[src/hw/rtl/vpa_pkg.sv]
// Package for the variable partition allocator: sizes, segment record, action, status and register codes.
// No dependencies.
package vpa_pkg;
  localparam int MaxSegments = 16;
  localparam int AddrBits = 16;
  localparam int IdxBits = $clog2(MaxSegments);
  localparam int CntBits = $clog2(MaxSegments + 1);

  typedef logic [AddrBits-1:0] addr_t;
  typedef logic [IdxBits-1:0] idx_t;
  typedef logic [CntBits-1:0] cnt_t;

  typedef struct packed {
    addr_t start;
    addr_t length;
    logic [7:0] owner;
    logic used;
  } seg_t;

  localparam logic [1:0] ActFirst = 2'd0;
  localparam logic [1:0] ActBest = 2'd1;
  localparam logic [1:0] ActNext = 2'd2;
  localparam logic [1:0] ActRelease = 2'd3;

  localparam logic [2:0] StOk = 3'd0;
  localparam logic [2:0] StNoName = 3'd1;
  localparam logic [2:0] StNoFit = 3'd2;
  localparam logic [2:0] StReleaseOs = 3'd3;
  localparam logic [2:0] StNoOwner = 3'd4;
  localparam logic [2:0] StTableFull = 3'd5;

  localparam logic [1:0] RegTotalSize = 2'd0;
  localparam logic [1:0] RegOsSize = 2'd1;
  localparam logic [1:0] RegMinLeftover = 2'd2;
endpackage

[src/hw/rtl/variable_partition_allocator_top.sv]
// Variable partition allocator, top level: segment table, scan/shift sequencer.
// Depends on vpa_pkg.
//
// A request is taken when start is high and busy is low; busy then stays high
// until done pulses for one cycle with status, start_address and
// segment_length. The receiver cannot stall: the result beat is there for that
// one cycle only. The sequencer looks at one table entry per cycle through a
// single compare unit, then moves entries one per cycle to open or close a
// gap. A request from owner 0, or a release of owner 1, gets done without
// busy going high, and a register write drops a request in flight. A
// register write rebuilds the table on the next cycle, and busy is high for
// that cycle.
module variable_partition_allocator_top
  import vpa_pkg::*;
(
  input  logic        clk,
  input  logic        rst,
  input  logic        start,
  output logic        busy,
  output logic        done,
  input  logic [1:0]  action,
  input  logic [7:0]  owner,
  input  logic [15:0] request_length,
  output logic [2:0]  status,
  output logic [15:0] start_address,
  output logic [15:0] segment_length,
  input  logic        cfg_we,
  input  logic [1:0]  cfg_index,
  input  logic [15:0] cfg_data
);

  typedef enum logic [3:0] {
    S_IDLE, S_SCAN, S_DECIDE, S_INS, S_INS_FIX, S_REL_PREV, S_REL_NEXT,
    S_DEL, S_REL_OUT
  } state_t;

  state_t state;
  seg_t tbl [MaxSegments];
  cnt_t count;
  idx_t rover;
  addr_t total_size, os_size, min_leftover;

  logic [1:0] act;
  logic [7:0] own;
  addr_t len;
  cnt_t pos;     // scan step counter
  idx_t pick, cur, del_k;
  logic found;

  // table rebuild lands the cycle after a register write
  logic rebuild_pend;
  logic cfg_hit;

  // one shared compare unit: fit test, best-fit compare or owner match on the current entry
  idx_t scan_i;
  logic [AddrBits:0] need;
  logic fit_ok, better, hit;
  logic [CntBits:0] nf_sum;

  always_comb begin
    nf_sum = {2'b0, rover} + {1'b0, pos} + 1'b1;
    if (act == ActNext) begin
      if (nf_sum >= {1'b0, count}) scan_i = IdxBits'(nf_sum - {1'b0, count});
      else scan_i = IdxBits'(nf_sum);
    end else begin
      scan_i = IdxBits'(pos);
    end
    need = {1'b0, len} + {1'b0, min_leftover};
    fit_ok = !tbl[scan_i].used && ({1'b0, tbl[scan_i].length} >= need);
    better = !found || (tbl[scan_i].length < tbl[pick].length);
    if (act == ActRelease) hit = tbl[scan_i].used && tbl[scan_i].owner == own;
    else hit = fit_ok && (act != ActBest || better);
  end

  addr_t os_eff;
  always_comb os_eff = (os_size > total_size) ? total_size : os_size;

  assign cfg_hit = cfg_we && (cfg_index <= RegMinLeftover);
  assign busy = (state != S_IDLE) || rebuild_pend;

  always_ff @(posedge clk) begin
    if (rst || cfg_hit) begin
      done <= 1'b0;
      if (rst) begin
        total_size <= 16'd1024;
        os_size <= 16'd64;
        min_leftover <= '0;
        tbl[0] <= '{start: '0, length: 16'd64, owner: 8'd1, used: 1'b1};
        tbl[1] <= '{start: 16'd64, length: 16'd960, owner: 8'd0, used: 1'b0};
      end else begin
        case (cfg_index)
          RegTotalSize: total_size <= cfg_data;
          RegOsSize: os_size <= cfg_data;
          RegMinLeftover: min_leftover <= cfg_data;
          default: ;
        endcase
      end
      count <= cnt_t'(2);
      rover <= '0;
      state <= S_IDLE;
    end else begin
      case (state)
        S_IDLE: begin
          done <= start && !rebuild_pend &&
                  (owner == 8'd0 || (action == ActRelease && owner == 8'd1));
          if (start && !rebuild_pend) begin
            act <= action;
            own <= owner;
            len <= request_length;
            pos <= '0;
            found <= 1'b0;
            pick <= '0;
            if (owner == 8'd0) begin
              status <= StNoName;
              start_address <= '0;
              segment_length <= '0;
            end else if (action == ActRelease && owner == 8'd1) begin
              status <= StReleaseOs;
              start_address <= '0;
              segment_length <= '0;
            end else begin
              state <= S_SCAN;
            end
          end
        end
        S_SCAN: begin
          done <= 1'b0;
          if (hit) begin
            pick <= scan_i;
            found <= 1'b1;
          end
          pos <= pos + 1'b1;
          if ((hit && act != ActBest) || (pos + 1'b1 >= count)) state <= S_DECIDE;
        end
        S_DECIDE: begin
          done <= !found || (act != ActRelease && count >= cnt_t'(MaxSegments));
          if (!found) begin
            status <= (act == ActRelease) ? StNoOwner : StNoFit;
            start_address <= '0;
            segment_length <= '0;
            state <= S_IDLE;
          end else if (act == ActRelease) begin
            tbl[pick].used <= 1'b0;
            tbl[pick].owner <= '0;
            state <= S_REL_PREV;
          end else if (count >= cnt_t'(MaxSegments)) begin
            status <= StTableFull;
            start_address <= '0;
            segment_length <= '0;
            state <= S_IDLE;
          end else begin
            cur <= IdxBits'(count);
            state <= S_INS;
          end
        end
        S_INS: begin
          done <= 1'b0;
          // shift entries up one slot, top down, one per cycle
          if (cur == pick) begin
            state <= S_INS_FIX;
          end else begin
            tbl[cur] <= tbl[cur - 1'b1];
            cur <= cur - 1'b1;
          end
        end
        S_INS_FIX: begin
          count <= count + 1'b1;
          tbl[pick].length <= len;
          tbl[pick].owner <= own;
          tbl[pick].used <= 1'b1;
          tbl[pick + 1'b1].start <= tbl[pick].start + len;
          tbl[pick + 1'b1].length <= tbl[pick].length - len;
          if (act == ActNext) rover <= pick + 1'b1;
          else if (rover >= pick) rover <= rover + 1'b1;
          status <= StOk;
          start_address <= tbl[pick].start;
          segment_length <= len;
          done <= 1'b1;
          state <= S_IDLE;
        end
        S_REL_PREV: begin
          done <= 1'b0;
          if (pick != '0 && !tbl[pick - 1'b1].used) begin
            tbl[pick - 1'b1].length <= tbl[pick - 1'b1].length + tbl[pick].length;
            del_k <= pick;
            cur <= pick;
            pick <= pick - 1'b1;
            found <= 1'b0;
            state <= S_DEL;
          end else begin
            state <= S_REL_NEXT;
          end
        end
        S_REL_NEXT: begin
          done <= 1'b0;
          if ({1'b0, pick} + 1'b1 < {1'b0, count} && !tbl[pick + 1'b1].used) begin
            tbl[pick].length <= tbl[pick].length + tbl[pick + 1'b1].length;
            del_k <= pick + 1'b1;
            cur <= pick + 1'b1;
            found <= 1'b1;
            state <= S_DEL;
          end else begin
            state <= S_REL_OUT;
          end
        end
        S_DEL: begin
          done <= 1'b0;
          // close the gap at del_k, one entry per cycle
          if ({1'b0, cur} + 1'b1 < {1'b0, count}) begin
            tbl[cur] <= tbl[cur + 1'b1];
            cur <= cur + 1'b1;
          end else begin
            count <= count - 1'b1;
            if (rover >= del_k && rover != '0) rover <= rover - 1'b1;
            state <= found ? S_REL_OUT : S_REL_NEXT;
          end
        end
        S_REL_OUT: begin
          status <= StOk;
          start_address <= tbl[pick].start;
          segment_length <= tbl[pick].length;
          done <= 1'b1;
          state <= S_IDLE;
        end
        default: begin
          done <= 1'b0;
          state <= S_IDLE;
        end
      endcase
      if (rebuild_pend) begin
        tbl[0] <= '{start: '0, length: os_eff, owner: 8'd1, used: 1'b1};
        tbl[1] <= '{start: os_eff, length: total_size - os_eff, owner: 8'd0,
                    used: 1'b0};
      end
    end
  end

  always_ff @(posedge clk) begin
    if (rst) rebuild_pend <= 1'b0;
    else rebuild_pend <= cfg_hit;
  end

`ifndef NO_ASSERTIONS
  a_count_range: assert property (@(posedge clk) disable iff (rst)
    count >= cnt_t'(2) && count <= cnt_t'(MaxSegments))
    else $error("segment count out of range");
  a_done_idle: assert property (@(posedge clk) disable iff (rst)
    done |-> !busy) else $error("done while busy");
  a_os_entry: assert property (@(posedge clk) disable iff (rst)
    !busy |-> tbl[0].used) else $error("os entry lost");
  a_ok_len: assert property (@(posedge clk) disable iff (rst)
    done && status == StOk && act != ActRelease |-> segment_length == len)
    else $error("granted length mismatch");
`endif

endmodule
[config.mk]
export PLATFORM = sky130hd
export DESIGN_NAME = variable_partition_allocator_top
export DESIGN_NICKNAME = d
export VERILOG_FILES = /design/src/hw/rtl/vpa_pkg.sv /design/src/hw/rtl/variable_partition_allocator_top.sv
export SDC_FILE = /design/constraint.sdc
export NUM_CORES = 2
export LEC_CHECK = 0
export BUFFER_PORTS_ARGS = -buffer_cell sky130_fd_sc_hd__buf_2
export CAP_MARGIN = 10
export CORE_MARGIN = 2
export CORE_UTILIZATION = 45
export DETAILED_ROUTE_END_ITERATION = 12
export SLEW_MARGIN = 40
export SYNTH_ARGS = -nofsm -noshare
export SYNTH_HDL_FRONTEND = slang
export SYNTH_SLANG_ARGS = --single-unit
[constraint.sdc]
create_clock -name clk -period 7.27 [get_ports clk]
set_input_delay 0.3635 -clock clk [delete_from_list [all_inputs] [get_ports clk]]
set_output_delay 0.3635 -clock clk [all_outputs]
set_load 0.02 [all_outputs]
After elaboration in Yosys (flattened, before gate mapping)
Memories as Yosys holds them, arrays and structs flattened. A register that Yosys moved wholly into a read port is not among the register bits.
Index checks and enable logic that the tools add are counted.
{"block": "classes", "n_addsub": 20, "n_lt_le_gt_ge": 11, "eq_ne": 59, "mux": 126, "bitwise_logic": 146, "n_reduce_logical": 58}
{"operator": "16-bit 2-to-1 mux", "n": 20}
{"operator": "41-bit 2-to-1 mux", "n": 5}
{"operator": "4-bit 2-to-1 mux", "n": 29}
{"operator": "4-bit == test (second input constant)", "n": 23}
{"operator": "41-bit OR reduction", "n": 2}
{"operator": "1-bit AND", "n": 71}
{"operator": "16-bit case mux with 4 select lines", "n": 1}
{"operator": "16-bit adder", "n": 3}
{"operator": "16-bit case mux with 3 select lines", "n": 1}
{"operator": "1-bit 2-to-1 mux", "n": 41}
{"operator": "1-bit NOT", "n": 41}
{"operator": "8-bit 2-to-1 mux", "n": 5}
{"operator": "32-bit 2-to-1 mux", "n": 1}
{"operator": "2-bit != test (second input constant)", "n": 16}
{"operator": "16-bit subtractor", "n": 2}
{"operator": "4-bit case mux with 7 select lines", "n": 1}
{"operator": "3-bit 2-to-1 mux", "n": 9}
{"operator": "1-bit bitwise OR", "n": 25}
{"operator": "6-bit AND reduction", "n": 4}
{"operator": "4-bit case mux with 5 select lines", "n": 1}
{"operator": "5-bit case mux with 2 select lines", "n": 2}
{"operator": "4-bit nonzero test", "n": 5}
{"operator": "16-bit by 16-bit adder with 17-bit output", "n": 1}
{"operator": "16-bit by 17-bit greater-or-equal comparator with 1-bit output", "n": 1}
{"operator": "50 further kinds", "n": 110}
{"block": "totals", "reg_bits": 142, "mem_bits_rw": 656, "inputBits": 48, "out_inout_bits": 37, "memories": 1}
{"memory": "tbl", "words": 16, "width": 41, "rd": 6, "rd_clocked_by_memory_dff": 1, "write_ports": 4, "line": "variable_partition_allocator_top.sv:38", "source": "seg_t tbl [MaxSegments];"}

Longest topological paths before layout
{"block": "logic_depth", "ltp_word": 16, "depth_mapped": 35, "depth_no_buf": 30}

Least setup slack after synthesis
Ideal clock, no wire load.
{"block": "synth_path", "kind": "reg-to-reg", "start": "register rover[0]", "end": "register pick[0] (enable)", "arrival_ps": 6593, "t_required_ps": 6926, "path_slack_ps": 333, "path_stages_with_launch": 33, "path_buffers": 4, "path_cell_list": "dfxtp_1 > inv_1 > ha_1 > fa_1 > inv_1 > a21o_1 > a21oi_1 > xnor2_1 > ha_1 > nand3_2 > o2bb2ai_4 > or3_4 > o211ai_4 > buf_2 > clkbuf_1 > buf_1 > buf_1 > nand2_1 > nand3_1 > nand3_1 > a31oi_1 > ha_1 > a21o_1 > a21o_1 > a21o_1 > a21o_1 > a21oi_1 > o21ai_0 > nor3_1 > o211ai_1 > nor4b_1 > o21ai_0 > a211oi_4"}
{"block": "synth_via", "elab_chain_len": 13, "elab_cells_between_ends": 19, "classes_between": "add/sub: 3; order compare: 3; eq/ne: 2; mux: 3; reduce/logical: 7; memory: 1"}
{"element": "start: declaration", "line": "variable_partition_allocator_top.sv:40", "source": "idx_t rover;"}
{"element": "start signal: assignment", "line": "variable_partition_allocator_top.sv:173", "source": "if (act == ActNext) rover <= pick + 1'b1;"}
{"element": "start signal: assignment", "line": "variable_partition_allocator_top.sv:174", "source": "else if (rover >= pick) rover <= rover + 1'b1;"}
{"element": "start signal: assignment", "line": "variable_partition_allocator_top.sv:214", "source": "if (rover >= del_k && rover != '0) rover <= rover - 1'b1;"}
{"element": "4-bit by 5-bit adder with 6-bit output (*)", "line": "variable_partition_allocator_top.sv:61", "source": "nf_sum = {2'b0, rover} + {1'b0, pos} + 1'b1;"}
{"element": "6-bit by 1-bit adder with 6-bit output (*)", "line": "variable_partition_allocator_top.sv:61"}
{"element": "6-bit by 5-bit greater-or-equal comparator with 1-bit output or 4-bit subtractor (tied branches)", "line": "variable_partition_allocator_top.sv:63", "source": "if (nf_sum >= {1'b0, count}) scan_i = IdxBits'(nf_sum - {1'b0, count});"}
{"element": "4-bit 2-to-1 mux (*)", "line": "variable_partition_allocator_top.sv:63"}
{"element": "4-bit 2-to-1 mux (*)", "line": "variable_partition_allocator_top.sv:62", "source": "if (act == ActNext) begin"}
{"element": "memory 16 x 41 bit (*)"}
{"element": "16-bit < comparator", "line": "variable_partition_allocator_top.sv:70", "source": "better = !found || (tbl[scan_i].length < tbl[pick].length);"}
{"element": "1-bit logical OR", "line": "variable_partition_allocator_top.sv:70"}
{"element": "1-bit logical OR", "line": "variable_partition_allocator_top.sv:72", "source": "else hit = fit_ok && (act != ActBest || better);"}
{"element": "1-bit logical AND", "line": "variable_partition_allocator_top.sv:72"}
{"element": "1-bit 2-to-1 mux (*)", "line": "variable_partition_allocator_top.sv:71", "source": "if (act == ActRelease) hit = tbl[scan_i].used && tbl[scan_i].owner == own;"}
{"element": "2-bit != test (no line) (*)"}
{"element": "5-bit AND reduction (no line) (*)"}
{"element": "end signal: assignment", "line": "variable_partition_allocator_top.sv:129", "source": "pick <= scan_i;"}
{"element": "end signal: assignment", "line": "variable_partition_allocator_top.sv:187", "source": "pick <= pick - 1'b1;"}
{"element": "end: declaration", "line": "variable_partition_allocator_top.sv:47", "source": "idx_t pick, cur, del_k;"}
Every way passes the cells marked *; elsewhere a longest branch is shown, timed or not.
A chain may end at the register's enable or synchronous reset.

Worst setup path after layout
{"block": "layout_path", "start": "register rover[0]", "end": "register found (enable)"}
{"block": "layout_via", "elab_chain_len": 13, "elab_cells_between_ends": 19, "classes_between": "add/sub: 3; order compare: 3; eq/ne: 2; mux: 3; reduce/logical: 7; memory: 1"}
{"element": "4-bit by 5-bit adder with 6-bit output (*)", "line": "variable_partition_allocator_top.sv:61"}
{"element": "6-bit by 1-bit adder with 6-bit output (*)", "line": "variable_partition_allocator_top.sv:61"}
{"element": "6-bit by 5-bit greater-or-equal comparator with 1-bit output or 4-bit subtractor (tied branches)", "line": "variable_partition_allocator_top.sv:63"}
{"element": "4-bit 2-to-1 mux (*)", "line": "variable_partition_allocator_top.sv:63"}
{"element": "4-bit 2-to-1 mux (*)", "line": "variable_partition_allocator_top.sv:62"}
{"element": "memory 16 x 41 bit (*)"}
{"element": "16-bit < comparator", "line": "variable_partition_allocator_top.sv:70"}
{"element": "1-bit logical OR", "line": "variable_partition_allocator_top.sv:70"}
{"element": "1-bit logical OR", "line": "variable_partition_allocator_top.sv:72"}
{"element": "1-bit logical AND", "line": "variable_partition_allocator_top.sv:72"}
{"element": "1-bit 2-to-1 mux (*)", "line": "variable_partition_allocator_top.sv:71"}
{"element": "2-bit != test (no line) (*)"}
{"element": "6-bit AND reduction (no line) (*)"}
{"element": "end signal: assignment", "line": "variable_partition_allocator_top.sv:111", "source": "found <= 1'b0;"}
{"element": "end signal: assignment", "line": "variable_partition_allocator_top.sv:130", "source": "found <= 1'b1;"}
{"element": "end signal: assignment", "line": "variable_partition_allocator_top.sv:188", "source": "found <= 1'b0;"}
{"element": "end: declaration", "line": "variable_partition_allocator_top.sv:48", "source": "logic found;"}
Marked as above.

==> summary.md <==
| Metric | Value |
|---|---|
| Outcome | finished clean |
| PortBufs | 84 |
| Hold crit path type | primary input to flop |
| Setup CP Type | flop to flop |
| Post-synth EDFFs | 783 |
| Top_reg_cell synth | edfxtp_1 |
| Reg2Reg Capture Point | found$_DFFE_PP_ |
| Place WS | 0.0131 ns |
| DR vias/cell | 7.18 |
| Setup Skew | 0.0773 ns |
| Pleak | 23.5 nW |
| Slew @ Worst Pin | 1.04 ns |
| Synthesized area | 60500 sq um |
| Endpoints failing setup | 0 |
| Vias in the first global route | 47600 |
| Post-Syn Instances | 5149 |
| Hold Path End | min_leftover[3]$_SDFFCE_PP0P_ |
| Syn Nets | 5391 |
| Total grt overflow | 0 |
| Largest net degree at the start of global routing | 104 |
| CP Capture Type | flop |
| Crit path required time | 7.79 ns |
| Top cells by area, synth | edfxtp_1 (39%), mux4_2 (26%), nand2_1 (3.9%) |
| Data arrival, critical path | 7.49 ns |
| Max Cap Violations | 0 |
| CTS root buffer | clkbuf_16 |
| Core area | 133000 sq um |
| Worst r2r path cells | 29 |
| Via count | 50400 |
| DRC viols | 0 |
| Fraction of registers with async set/reset | 0% |
| Fmax | 0.143 GHz |
| Commonest cells in the netlist | edfxtp_1 (783), mux4_2 (704), nand2_1 (624) |
| Final setup margin | 0.297 ns |
| Total CTS buffers | 94 |
| First-pass GRT wire length | 347 mm |
| Clk buf depth | 3 |
| DP HPWL | 163 mm |
| Crit Path Max Fanout | 10 |
| Max_slew headroom | 29.3% |
| Startpoint Class | flop |
| Hold path depth | 2 |
| Fin. Hold Viols | 0 |
| Total GRT Usage | 35.2% |
| Worst vdd ir | 0.000186 V |
| Initial DRC count | 8207 |
| Crit path largest cell delay | 0.53 ns |
| Gp weighted congestion | 1.00 |
| Clock period minus worst slack | 6.97 ns |
| Drt wl/cell | 34.8 um |
| Worst skew pair latency | 0.79 ns |
| Cell Area, Placed | 64100 sq um |
| Die W | 371 um |
| #FFs+latches synth | 802 |
| Period utilization | 95.9% |
| Sequential share of the synthesized area | 39.5% |
| Util after Layout | 50.9% |
| Die footprint | 137000 sq um |
| Most common cell on crit path | ha_1 |
| ANT nets after route | 0 |
| DR pass1 iterations | 7 |
| Setup Total Neg Slack | 0 ns |
| Clock sink count | 802 |
| Total I/O pin count | 85 |
| Die Y | 371 um |
| Most numerous cell in the Yosys netlist | edfxtp_1 |
| Max-slew violations | 0 |
| RSZ-0062 raised after global routing | false |
| Share of cells above drive strength 1 | 26.5% |
| Leading area contributor after synthesis | edfxtp_1 |
| Hold Startpoint | cfg_data[3] |
| Reg-to-reg startpoint | rover[0]$_SDFFE_PP0P_ |
| Post-synth cell types | 98 |
| H-tree depth | 3 |
| Final #Nets | 5415 |
| Initial Util | 45.4% |
| Area grow syn2layout | 12.3% |
| CTS tree | built |
| Wirelength, routed | 245 mm |
| Pwr/cell area | 240 nW/um^2 |
| Worst-path clk slew | 0.07 ns |
| Top cell type's share of synthesized area | 38.8% |
| Warnings from Yosys | 0 |
| Reg2reg setup slack | 0.30 ns |
| Slowest-stage cell, CP | o211ai_1 |
| Cell row count | 134 |
| Avg Inst Size Synth | 11.8 sq um |
| Final Cell Area | 68000 sq um |
| Initial antenna violation count | 10 |
[state kept, by name (all words and copies together) (netlist names), named ones only]
name,flops
rover,4
found,1
start_address,16
cur,4
min_leftover,16
state,4
os_size,16
segment_length,16
pos,5
own,8
status,3
tbl,656
rebuild_pend,1
pick,4
done,1
len,16
total_size,16
count,5
act,2
del_k,4
[placed cells by master (no fill, tap or decap), types with 29 or more instances in the layout]
master           n
o21ai_0        435
a31oi_1         50
a211oi_1        43
nor2_1         309
xnor2_1         53
a21oi_1        278
o211ai_1        42
buf_4          249
inv_1          135
and3_1          53
clkbuf_16       94
dlygate4sd3_1   29
edfxtp_1       783
nand3_1        173
nand2_1        605
ha_1           183
mux2i_1        103
nor2b_1         52
buf_2           84
a21o_1          32
nor3_1          47
mux4_2         704
o22ai_1         50
[final cells by class]
cell class	instances	area, sq um
Sequential cell	802	23900
Timing Repair Buffer	387	3050
Antenna cell	4	10.0
Tap cell	1768	2210
Clock buffer	104	2390
Inverter	141	542
Fill cell	11500	65500
Clock inverter	71	928
Multi-Input combinational cell	3747	34900
[repair_timing]
| action | 4_1_cts | 5_1_grt |
|---|---|---|
| setup buffers | 2 | 9 |
| endpoints found under the hold margin | 33 | 0 |
| hold buffers | 29 | 0 |
| cloned | 0 | 1 |
| resized for setup | 0 | 12 |
| setup endpoints to repair | 5 | 12 |
| pin swaps | 1 | 8 |
[worst max path at each step]
stage                                from               endpoint
global route        rover[0]$_SDFFE_PP0P_  state[2]$_SDFFE_PP0P_
finish              rover[0]$_SDFFE_PP0P_        found$_DFFE_PP_
CTS                 rover[0]$_SDFFE_PP0P_        found$_DFFE_PP_
detailed placement  rover[0]$_SDFFE_PP0P_        found$_DFFE_PP_
global placement    rover[0]$_SDFFE_PP0P_        found$_DFFE_PP_
floorplan           rover[0]$_SDFFE_PP0P_      pick[0]$_DFFE_PN_
[per-stage QoR]
step,hold WS [ns],power [mW],cells
floorplan,0.435,9.01,5149
global placement,0.505,10.9,6800
detailed placement,0.513,10.9,6803
CTS,0.000535,16.1,7009
global route,0.0239,16.8,7020
finish,0.0234,16.3,7024
[kinds of logic after synthesis]
kind of cell	share of synthesized area, %
simple gates	10.4
flops	39.5
fa+ha+maj	4.12
buf+inv	3.92
xor+xnor	1.37
mux	28.4
compound gates	12.3
[per-layer routing]
layer	vias up	track usage [%]	wire length, um
li1	20400	-	-
met1	24900	44.9	85700
met2	4153	51.4	105000
met3	936	11.8	34400
met4	8	22.4	19100
met5	-	0.839	162
[power breakdown]
| group | leakage [nW] | internal, mW | switching, mW | total, mW |
|---|---|---|---|---|
| clock | 1.61 | 2.98 | 2.20 | 5.17 |
| sequential | 7.09 | 5.17 | 0.140 | 5.31 |
| combinational | 14.8 | 2.17 | 3.62 | 5.79 |
[critical path, delay by kind of cell, from the launching register on]
kind | cells | cell delay [ns]
and+or+nand+nor | 11 | 2.21
buffers and inverters | 4 | 0.52
xor gates and xnor gates | 1 | 0.13
muxes | 1 | 0.35
adders and majority gates | 4 | 1.27
DFF | 1 | 0.42
AOI/OAI and AO/OA | 8 | 1.81
No activity file was read; power rests on OpenSTA's default activity.
